$ cat src/hw/rtl/trial_division_prime_test_defines.svh
// assertion macros shared by the prime test rtl
`ifndef TRIAL_DIVISION_PRIME_TEST_DEFINES_SVH
`define TRIAL_DIVISION_PRIME_TEST_DEFINES_SVH

// same-cycle implication, sampled on clk, off during reset
`define TDPT_ASSERT_NOW(label, ante, cons, msg) \
  label: assert property (@(posedge clk) disable iff (!rst_n) (ante) |-> (cons)) \
    else $error(msg);

// next-cycle implication, sampled on clk, off during reset
`define TDPT_ASSERT_NEXT(label, ante, cons, msg) \
  label: assert property (@(posedge clk) disable iff (!rst_n) (ante) |=> (cons)) \
    else $error(msg);

`endif

$ cat src/hw/rtl/tdpt_pkg.sv
// shared widths and control and status types for the trial division prime test
package tdpt_pkg;

  localparam int VALUE_BITS = 16;
  localparam int DIV_BITS   = VALUE_BITS / 2 + 1;
  localparam int SQ_BITS    = VALUE_BITS + 1;
  localparam int CNT_BITS   = $clog2(VALUE_BITS);

  typedef logic [VALUE_BITS-1:0] value_t;
  typedef logic [DIV_BITS-1:0]   divisor_t;

  typedef struct packed {
    logic start;
  } mod_ctl_t;

  typedef struct packed {
    logic busy;
    logic done;
    logic rem_zero;
  } mod_sts_t;

endpackage

$ cat src/hw/rtl/tdpt_serial_mod.sv
// bit-serial restoring remainder unit, one dividend bit per cycle
`include "trial_division_prime_test_defines.svh"

module tdpt_serial_mod (
  input  logic              clk,
  input  logic              rst_n,
  input  tdpt_pkg::mod_ctl_t ctl,
  input  tdpt_pkg::value_t   dividend,
  input  tdpt_pkg::divisor_t divisor,
  output tdpt_pkg::mod_sts_t sts
);

  localparam logic [tdpt_pkg::CNT_BITS-1:0] LAST_CNT =
    tdpt_pkg::CNT_BITS'(tdpt_pkg::VALUE_BITS - 1);

  tdpt_pkg::value_t                  shreg_r, shreg_nxt;
  tdpt_pkg::divisor_t                rem_r, rem_nxt;
  logic [tdpt_pkg::CNT_BITS-1:0]     cnt_r, cnt_nxt;
  logic                              busy_r, busy_nxt;
  logic                              done_r, done_nxt;
  logic [tdpt_pkg::DIV_BITS+1:0]     trial;
  logic [tdpt_pkg::DIV_BITS+1:0]     diff;
  tdpt_pkg::divisor_t                step_rem;

  always_comb begin
    trial    = {1'b0, rem_r, shreg_r[tdpt_pkg::VALUE_BITS-1]};
    diff     = trial - {2'b00, divisor};
    step_rem = diff[tdpt_pkg::DIV_BITS+1] ? trial[tdpt_pkg::DIV_BITS-1:0]
                                          : diff[tdpt_pkg::DIV_BITS-1:0];
  end

  always_comb begin
    shreg_nxt = shreg_r;
    rem_nxt   = rem_r;
    cnt_nxt   = cnt_r;
    busy_nxt  = busy_r;
    done_nxt  = 1'b0;
    if (ctl.start) begin
      shreg_nxt = dividend;
      rem_nxt   = '0;
      cnt_nxt   = '0;
      busy_nxt  = 1'b1;
    end else if (busy_r) begin
      shreg_nxt = {shreg_r[tdpt_pkg::VALUE_BITS-2:0], 1'b0};
      rem_nxt   = step_rem;
      cnt_nxt   = cnt_r + 1'b1;
      if (cnt_r == LAST_CNT) begin
        busy_nxt = 1'b0;
        done_nxt = 1'b1;
      end
    end
  end

  always_ff @(posedge clk) begin
    if (!rst_n) begin
      busy_r <= 1'b0;
      done_r <= 1'b0;
      cnt_r  <= '0;
    end else begin
      busy_r <= busy_nxt;
      done_r <= done_nxt;
      cnt_r  <= cnt_nxt;
    end
  end

  always_ff @(posedge clk) begin
    shreg_r <= shreg_nxt;
    rem_r   <= rem_nxt;
  end

  assign sts.busy     = busy_r;
  assign sts.done     = done_r;
  assign sts.rem_zero = (rem_r == '0);

  `TDPT_ASSERT_NEXT(a_start_busy, ctl.start, busy_r && cnt_r == '0, "start did not arm the unit")
  `TDPT_ASSERT_NOW(a_rem_bound, done_r, rem_r < divisor, "remainder not below divisor")
  `TDPT_ASSERT_NOW(a_done_idle, done_r, !busy_r, "done while still shifting")

endmodule

$ cat config.mk
export PLATFORM = sky130hd
export DESIGN_NAME = tdpt_serial_mod
export DESIGN_NICKNAME = d
export VERILOG_FILES = /design/src/hw/rtl/tdpt_pkg.sv /design/src/hw/rtl/tdpt_serial_mod.sv
export VERILOG_INCLUDE_DIRS = /design/src /design/src/hw/rtl
export SDC_FILE = /design/constraint.sdc
export NUM_CORES = 1
export LEC_CHECK = 0
export BUFFER_PORTS_ARGS = -buffer_cell sky130_fd_sc_hd__buf_2
export CORE_UTILIZATION = 37
export CTS_CLUSTER_SIZE = 8
export DETAILED_ROUTE_END_ITERATION = 8
export SLEW_MARGIN = 20
export SYNTH_ARGS = -nofsm -noshare
export SYNTH_HDL_FRONTEND = slang
export SYNTH_SLANG_ARGS = --single-unit
$ cat constraint.sdc
create_clock -name clk -period 1.8 [get_ports clk]
set_clock_uncertainty 0.05 [all_clocks]
set_input_delay 0.27 -clock clk [delete_from_list [all_inputs] [get_ports clk]]
set_output_delay 0.27 -clock clk [all_outputs]
set_load 0.005 [all_outputs]
# Word-level counts from Yosys, hierarchy flattened

Index checks and enable logic that the tools add are counted.

Register bits: 31
Input bits: 28
Output and inout port bits: 3
Word-level logic and storage cells: 21

Add/subtract/negate cells: 2
Equality and inequality tests: 1
Mux-type cells: 7
Bitwise operators: 2
Reduce and logical (&&, ||, !) cells: 4

Operator list:

| operator              | number |
|---|---|
| $mux W16              | 2 |
| $sub A10 B9 Y11       | 1 |
| $logic_not A9 Y1      | 1 |
| $mux W9               | 1 |
| $add A4 B1 Y4 const B | 1 |
| $eq A4 B4 Y1 const B  | 1 |
| $mux W1               | 4 |
| $reduce_or A3 Y1      | 1 |
| $not A1 Y1            | 2 |
| $reduce_bool A2 Y1    | 1 |
| $reduce_or A2 Y1      | 1 |

# Longest topological paths before layout

Gate-level depths: netlist (run 1).

Depth after elaboration: 4
Gate-level depth with buffers: 10
Gate-level depth less buffers: 9

# Worst setup path before layout (run 1)

Ideal clock, no wire load.

Path type: reg-to-reg
Start point: register shreg_r[15]
End point: register rem_r[6]
Setup time: 0.120 ns
Data arrival time: 1.819 ns
Required time: 1.630 ns
Slack: -0.189 ns
Stages on the path, launching flop included: 10
Buffers on the path: 0
Clock period less this slack: 1.989 ns
Path through: edfxtp_1 -> inv_1 -> ha_1 -> inv_1 -> fa_1 -> a21o_1 -> and3_2 -> nor3_1 -> nor3b_1 -> a211o_1

Word-level cells in the longest chain between the ends: 2

Ends and longest elaborated chain:

| element                  | RTL line              | source |
|---|---|---|
| start: declaration       | tdpt_serial_mod.sv:16 | `tdpt_pkg::value_t shreg_r, shreg_nxt;` |
| start signal: assignment | tdpt_serial_mod.sv:67 | `shreg_r <= shreg_nxt;` |
| $sub A10 B9 Y11          | tdpt_serial_mod.sv:27 | `diff = trial - {2'b00, divisor};` |
| $mux W9                  | tdpt_serial_mod.sv:28 | `step_rem = diff[tdpt_pkg::DIV_BITS+1] ? trial[tdpt_pkg::DIV_BITS-1:0]` |
| end signal: assignment   | tdpt_serial_mod.sv:68 | `rem_r <= rem_nxt;` |
| end: declaration         | tdpt_serial_mod.sv:17 | `tdpt_pkg::divisor_t rem_r, rem_nxt;` |

Every way passes these cells.
A chain may end at the register's enable or synchronous reset.

# Worst setup path in the final report (run 1)

Start point: register shreg_r[15]
End point: register rem_r[1]

Same word-level chain as after synthesis.

==> results.toml, run 1 <==
[cts]
cts.sinks = 31
clock-root-buffer = "clkbuf_8"
post_cts_buffers = 0
holdBufCountCts = 0
clockBufferDepth = 2
insertion_delay_ps = 280
clk_pin_slew_ps = 70
htree_levels = 2
numCtsBuffers = 5
cts_tree = "done"

[power]
p_leak_nw = 1.053
p_seq_share_pct = 42.6
switchingPower_uw = 507.1
combPwrFrac_pct = 24.0
power.density_nw_per_um2 = 785.6
vdd.ir_drop.worst_mv = 0.5410
p_int_mw = 1.454
clockPowerShare_pct = 33.4
swShare_pct = 25.86

[timing]
max_slew_margin_pct = 68.13
min_period_ps = 2052
setup_ws_ps = -252.4
finalSetupViolations = 9
slew_violations = 0
rsz0062_at_grt = "yes"
hold_viol = 0
post-route-period-util_pct = 114.0
holdWs_ps = 178.8
fmax_ghz = 0.4872
worstMarginPinSlew_ps = 477.0

[outcome]
status = "complete, but fails checks"
failed_checks = "setup timing"

[setup_path]
crit_start = "shreg_r[15]$_DFFE_PP_"
crit_type = "flip-flop to flip-flop"
path_cells = "inv_2 > ha_4 > inv_2 > fa_2 > a21o_1 > nand3_4 > a21oi_2 > o21ai_0 > a311oi_2"
max_stage_delay_ps = 340
cp-start-kind = "flip-flop"
crit_top_cell = "inv_2"
crit_fanout = 5
r2r_start = "shreg_r[15]$_DFFE_PP_"
required_ps = 1940
crit_arrival_ps = 2190
critPathCaptureType = "flip-flop"
crit_slowest_cell = "edfxtp_1"

[synthesis]
ys_types = 46
synth.avg_cell_area_um2 = 10.23
synth_area_um2 = 1831
synth_top_area_share_pct = 26.25
synth-edff-count = 16
synth_cells = 179
ys_seq_area_share_pct = 42.65
syn_nets = 218
synthTopCellsByArea = "edfxtp_1 (26%), dfxtp_1 (16%), mux2_2 (9.2%)"
synth_flop_cell = "edfxtp_1"
ys_warn_count = 0
async_flop_share_pct = 0
ys_ff_latch = 31
synth_top_area_cell = "edfxtp_1"

[place]
placed_cells = 295
gp_congestion = 0.7823
portBuffers = 30
post-dp-hpwl_um = 2920

[grt]
grt_pass1_wl_um = 6506
gr-usage-all-layers_pct = 16.22
grt_pass1_vias = 1455
overflow = 0
antenna_found_initial = 0
grt_start_max_net_pins = 22

[floorplanning]
die_y_um = 72.34
coreArea_um2 = 4755
start_util_pct = 38.50
io_pins = 31
dieArea_um2 = 5232
row_count = 25
die_w_um = 72.34

[drt]
vias = 1536
ant_nets = 0
drt-wirelength-per-cell_um = 13.65
viasPerCell = 5.053
drt_iter0_drc = 113
wl_um = 4149
dr.pass1.iters = 4
drc = 0

[worst_hold_path]
hold_class = "input pin to flip-flop"
hp-start = "rst_n"

[finish]
drive_above_1_share_pct = 46.41
diodes = 0
fin_cells = 304
area.growth.synth_to_final_pct = 36.36
fin_nets = 275

[job]
cap_violations = 0
## logic make-up after synthesis
kind of cell,share of synthesized area (%)
xor+xnor,2.871
flops,42.65
compound gates,14.76
buf+inv,4.920
simple gates,17.09
fa+ha+maj,7.929
mux,9.774
## power by group through the flow
stage          logic, mW  registers (mW)  clock network (mW)
4_1_cts            0.450           0.833               0.669
3_5_place_dp       0.413           0.848                   0
2_1_floorplan      0.262           0.841                   0
6_report           0.471           0.835               0.655
3_3_place_gp       0.410           0.846                   0
5_1_grt            0.519           0.840               0.693
## cell type report
class / count / area [um2]
Clock buffer: 5 / 68.82
Multi-Input combinational cell: 129 / 1104
Clock inverter: 3 / 38.79
Inverter: 12 / 45.04
Fill cell: 481 / 2258
Tap cell: 67 / 83.83
Sequential cell: 31 / 783.3
Timing Repair Buffer: 57 / 372.9
## placed cells by master (no fill, tap or decap), drive strengths merged, types with 5 or more instances in the layout
cell type / instances
buf: 57
edfxtp: 16
mux2: 15
nor2: 15
dfxtp: 15
nand2: 12
inv: 12
ha: 10
nand3: 8
a21oi: 8
o21ai: 7
clkbuf: 5
a311oi: 5
## metal layers
layer	GRT usage, %	share of wire, %	vias to the layer above	routed length [um]
li1	-	-	780	-
met1	20.97	47	719	1963
met2	26.79	48	33	1997
met3	3.750	3.8	4	159
met4	5.229	0.70	0	29
met5	0	0	-	0
## cells in the mapped netlist (all sizes together) (3+ instances only)
master  number
o21ai        7
ha          10
xor2         4
nor4         3
nor3         3
buf          4
nand2       12
nand3        8
mux2        15
nand2b       3
a21o         3
a211o        3
edfxtp      16
a311oi       5
inv         12
clkbuf       4
dfxtp       15
nor2        15
a21oi        8
## final timing paths
check / slack [ps] / endpoint / depth (start not counted)
worst max-delay path: -250 / rem_r[1]$_SDFFE_PP0P_ / 9
worst min register to register: 440 / done_r$_SDFF_PP0_ / 2
worst min-delay path: 180 / busy_r$_SDFF_PN0_ / 2
worst max register to register: -250 / rem_r[1]$_SDFFE_PP0P_ / 9
## worst max-delay path, delay by kind of cell (launching register included)
family	cells	cell delay, ps
AO/OA/AOI/OAI	4	990
adder cells (fa/ha/maj)	2	350
flip-flops	1	340
AND/OR/NAND/NOR	1	120
buffers and inverters	2	100
## flip-flops by register name, summed over array words and instances (netlist names)
signal and cells:
shreg_r 16, rem_r 9, cnt_r 4, busy_r 1, done_r 1
## repair_timing
action                     4_1_cts  5_1_grt
resized for setup               17       10
setup endpoints to repair       10       10
pin swaps                        9        7
cloned                           1        0
hold endpoints to repair         0        0
## metrics by stage
| stage | setup TNS [ps] | worst slack, ps | utilization (%) | instance area [um2] | power (mW) |
|---|---|---|---|---|---|
| after global placement | -2319 | -301.6 | 47.32 | 2250 | 1.256 |
| after detailed placement | -2499 | -393.1 | 47.32 | 2250 | 1.261 |
| final | -1459 | -252.4 | 52.50 | 2496 | 1.961 |
| after CTS | -1407 | -207.8 | 51.50 | 2449 | 1.952 |
| after global routing | -2273 | -333.2 | 52.50 | 2496 | 2.052 |
| after floorplan | -845.9 | -147.9 | - | 1846 | 1.103 |
No activity file was read; power rests on OpenSTA's default activity.
==> run 2, diff against run 1 <==
Settings changed: CORE_ASPECT_RATIO set to 1.2.
Clock period 1.8 ns to 2 ns, I/O delays scaled along.
==> results.toml, run 2 (synthesized netlist as in run 1, its figures left out) <==
[outcome]
status = "complete, but fails checks"
failed_checks = "setup timing"

[floorplanning]
dieArea_um2 = 5234
row_count = 27
start_util_pct = 39.26
coreArea_um2 = 4662
die_y_um = 79.05
io_pins = 31
die_w_um = 66.21

[finish]
final_common_cell = "buf_2"
drive_above_1_share_pct = 43.67
max_flop_register = "shreg_r"
area.growth.synth_to_final_pct = 30.21
num-fill-cells = 444
fin_nets = 267
diodes = 0
layout_common_cells = "buf_2 (30), buf_4 (18), edfxtp_1 (16)"
largest_reg_flops = 16
fin_cells = 287
top_regs = "shreg_r (16), rem_r (9), cnt_r (4)"

[timing]
post-route-period-util_pct = 102.2
hold_viol = 0
max_slew_margin_pct = 66.11
setup_ws_ps = -43.33
worstMarginPinSlew_ps = 507.3
fmax_ghz = 0.4894
finalSetupViolations = 5
min_period_ps = 2043
rsz0062_at_grt = "yes"
holdWs_ps = 216.8
slew_violations = 0

[setup_path]
crit_arrival_ps = 2160
r2r_start = "shreg_r[15]$_DFFE_PP_"
crit_slowest_cell = "fa_2"
reg2reg_to = "rem_r[6]$_SDFFE_PP0P_"
critPathCapture = "rem_r[6]$_SDFFE_PP0P_"
required_ps = 2110
max_stage_delay_ps = 390
path_cells = "inv_2 > ha_4 > inv_2 > fa_2 > a21o_4 > and3_4 > nor3_4 > nor3b_2 > a211o_1"
cp-start-kind = "flip-flop"
critPathCaptureType = "flip-flop"
crit_start = "shreg_r[15]$_DFFE_PP_"
crit_fanout = 3
crit_type = "flip-flop to flip-flop"
worst-r2r-cell-count = 9
crit_top_cell = "inv_2"
rrSetupSlack_ps = -40

[grt]
grt_start_max_net_pins = 18
antenna_found_initial = 0
grt_pass1_wl_um = 6555
grt_pass1_vias = 1411
gr-usage-all-layers_pct = 16.58
overflow = 0

[cts]
cts_tree = "done"
holdBufCountCts = 0
cts.sinks = 31
clockBufferDepth = 2
clock-root-buffer = "clkbuf_8"
clk_pin_slew_ps = 70
htree_levels = 2
numCtsBuffers = 5
insertion_delay_ps = 280

[drt]
ant_nets = 0
viasPerCell = 5.293
drc = 0
drt-wirelength-per-cell_um = 14.10
drt_iter0_drc = 51
vias = 1519
dr.pass1.iters = 4
wl_um = 4047

[power]
p_leak_nw = 1.005
vdd.ir_drop.worst_mv = 0.5887
power.density_nw_per_um2 = 703.2

[job]
cap_violations = 0

[worst_hold_path]
hold_class = "input pin to flip-flop"
min_path_cells = 2

[place]
gp_congestion = 0.7458
post-dp-hpwl_um = 2945
placed_cells = 277
pre_cts_ws_ps = -196.0
portBuffers = 30
## run 2: cell count changes in the layout (fill, tap and decap cells not counted), sizes merged
cell    change
clkinv      -1
buf         -8
bufinv      -1
clkbuf      +2
## run 2: cell type report
| cell class | count | area [um2] | share of cell area (%) |
|---|---|---|---|
| multi-input cells | 129 | 1089 | 45.67 |
| inverters | 12 | 45.04 | 1.890 |
| repair buffers | 49 | 305.3 | 12.81 |
| clock buffers | 7 | 86.33 | 3.622 |
| well taps | 58 | 72.57 | 3.045 |
| flip-flops and latches | 31 | 780.7 | 32.76 |
| clock inverters | 1 | 5.005 | 0.2100 |
## run 2: power by group
part,internal (mW),switching [mW]
combinational,0.216,0.208
clock,0.277,0.226
sequential,0.726,0.0232
total,1.22,0.457
## run 2: layer usage
layer	vias up	global-route usage (%)	routed length [um]
met2	31	27.35	2009
met4	0	7.021	63
met1	720	20.15	1789
met5	-	0	0
li1	764	-	-
met3	4	4.310	184
## run 2: worst min-delay path by stage
stage               slack [ps]                   from                end
finish                     220                  rst_n  busy_r$_SDFF_PN0_
global route               240                  rst_n  busy_r$_SDFF_PN0_
CTS                        210                  rst_n  busy_r$_SDFF_PN0_
detailed placement         410  cnt_r[3]$_SDFFE_PP0P_  done_r$_SDFF_PP0_
global placement           410  cnt_r[3]$_SDFFE_PP0P_  done_r$_SDFF_PP0_
floorplan                  380                  rst_n  busy_r$_SDFF_PN0_
## run 2: worst max-delay path, delay by kind of cell (launching register included)
kind	cells	cell delay, ps
buffers and inverters	2	130
and+or+nand+nor	3	390
adders and majority gates	2	530
DFF	1	370
AOI/OAI and AO/OA	2	460
## run 2: stage by stage
step	util [%]	total power [mW]	setup TNS (ps)	cell area (um2)
final	51.13	1.676	-84.99	2384
after global routing	51.13	1.763	-646.8	2384
after CTS	48.98	1.651	-280.6	2283
after detailed placement	46.24	1.127	-1293	2156
after global placement	46.24	1.126	-785.6	2156
after floorplan	-	0.9868	0	1831
## run 2: what timing repair did
action                     4_1_cts  5_1_grt
setup endpoints to repair        9        9
buffers inserted                 0        1
pin swaps                        4       11
gates cloned                     0        1
resized for setup               11       19
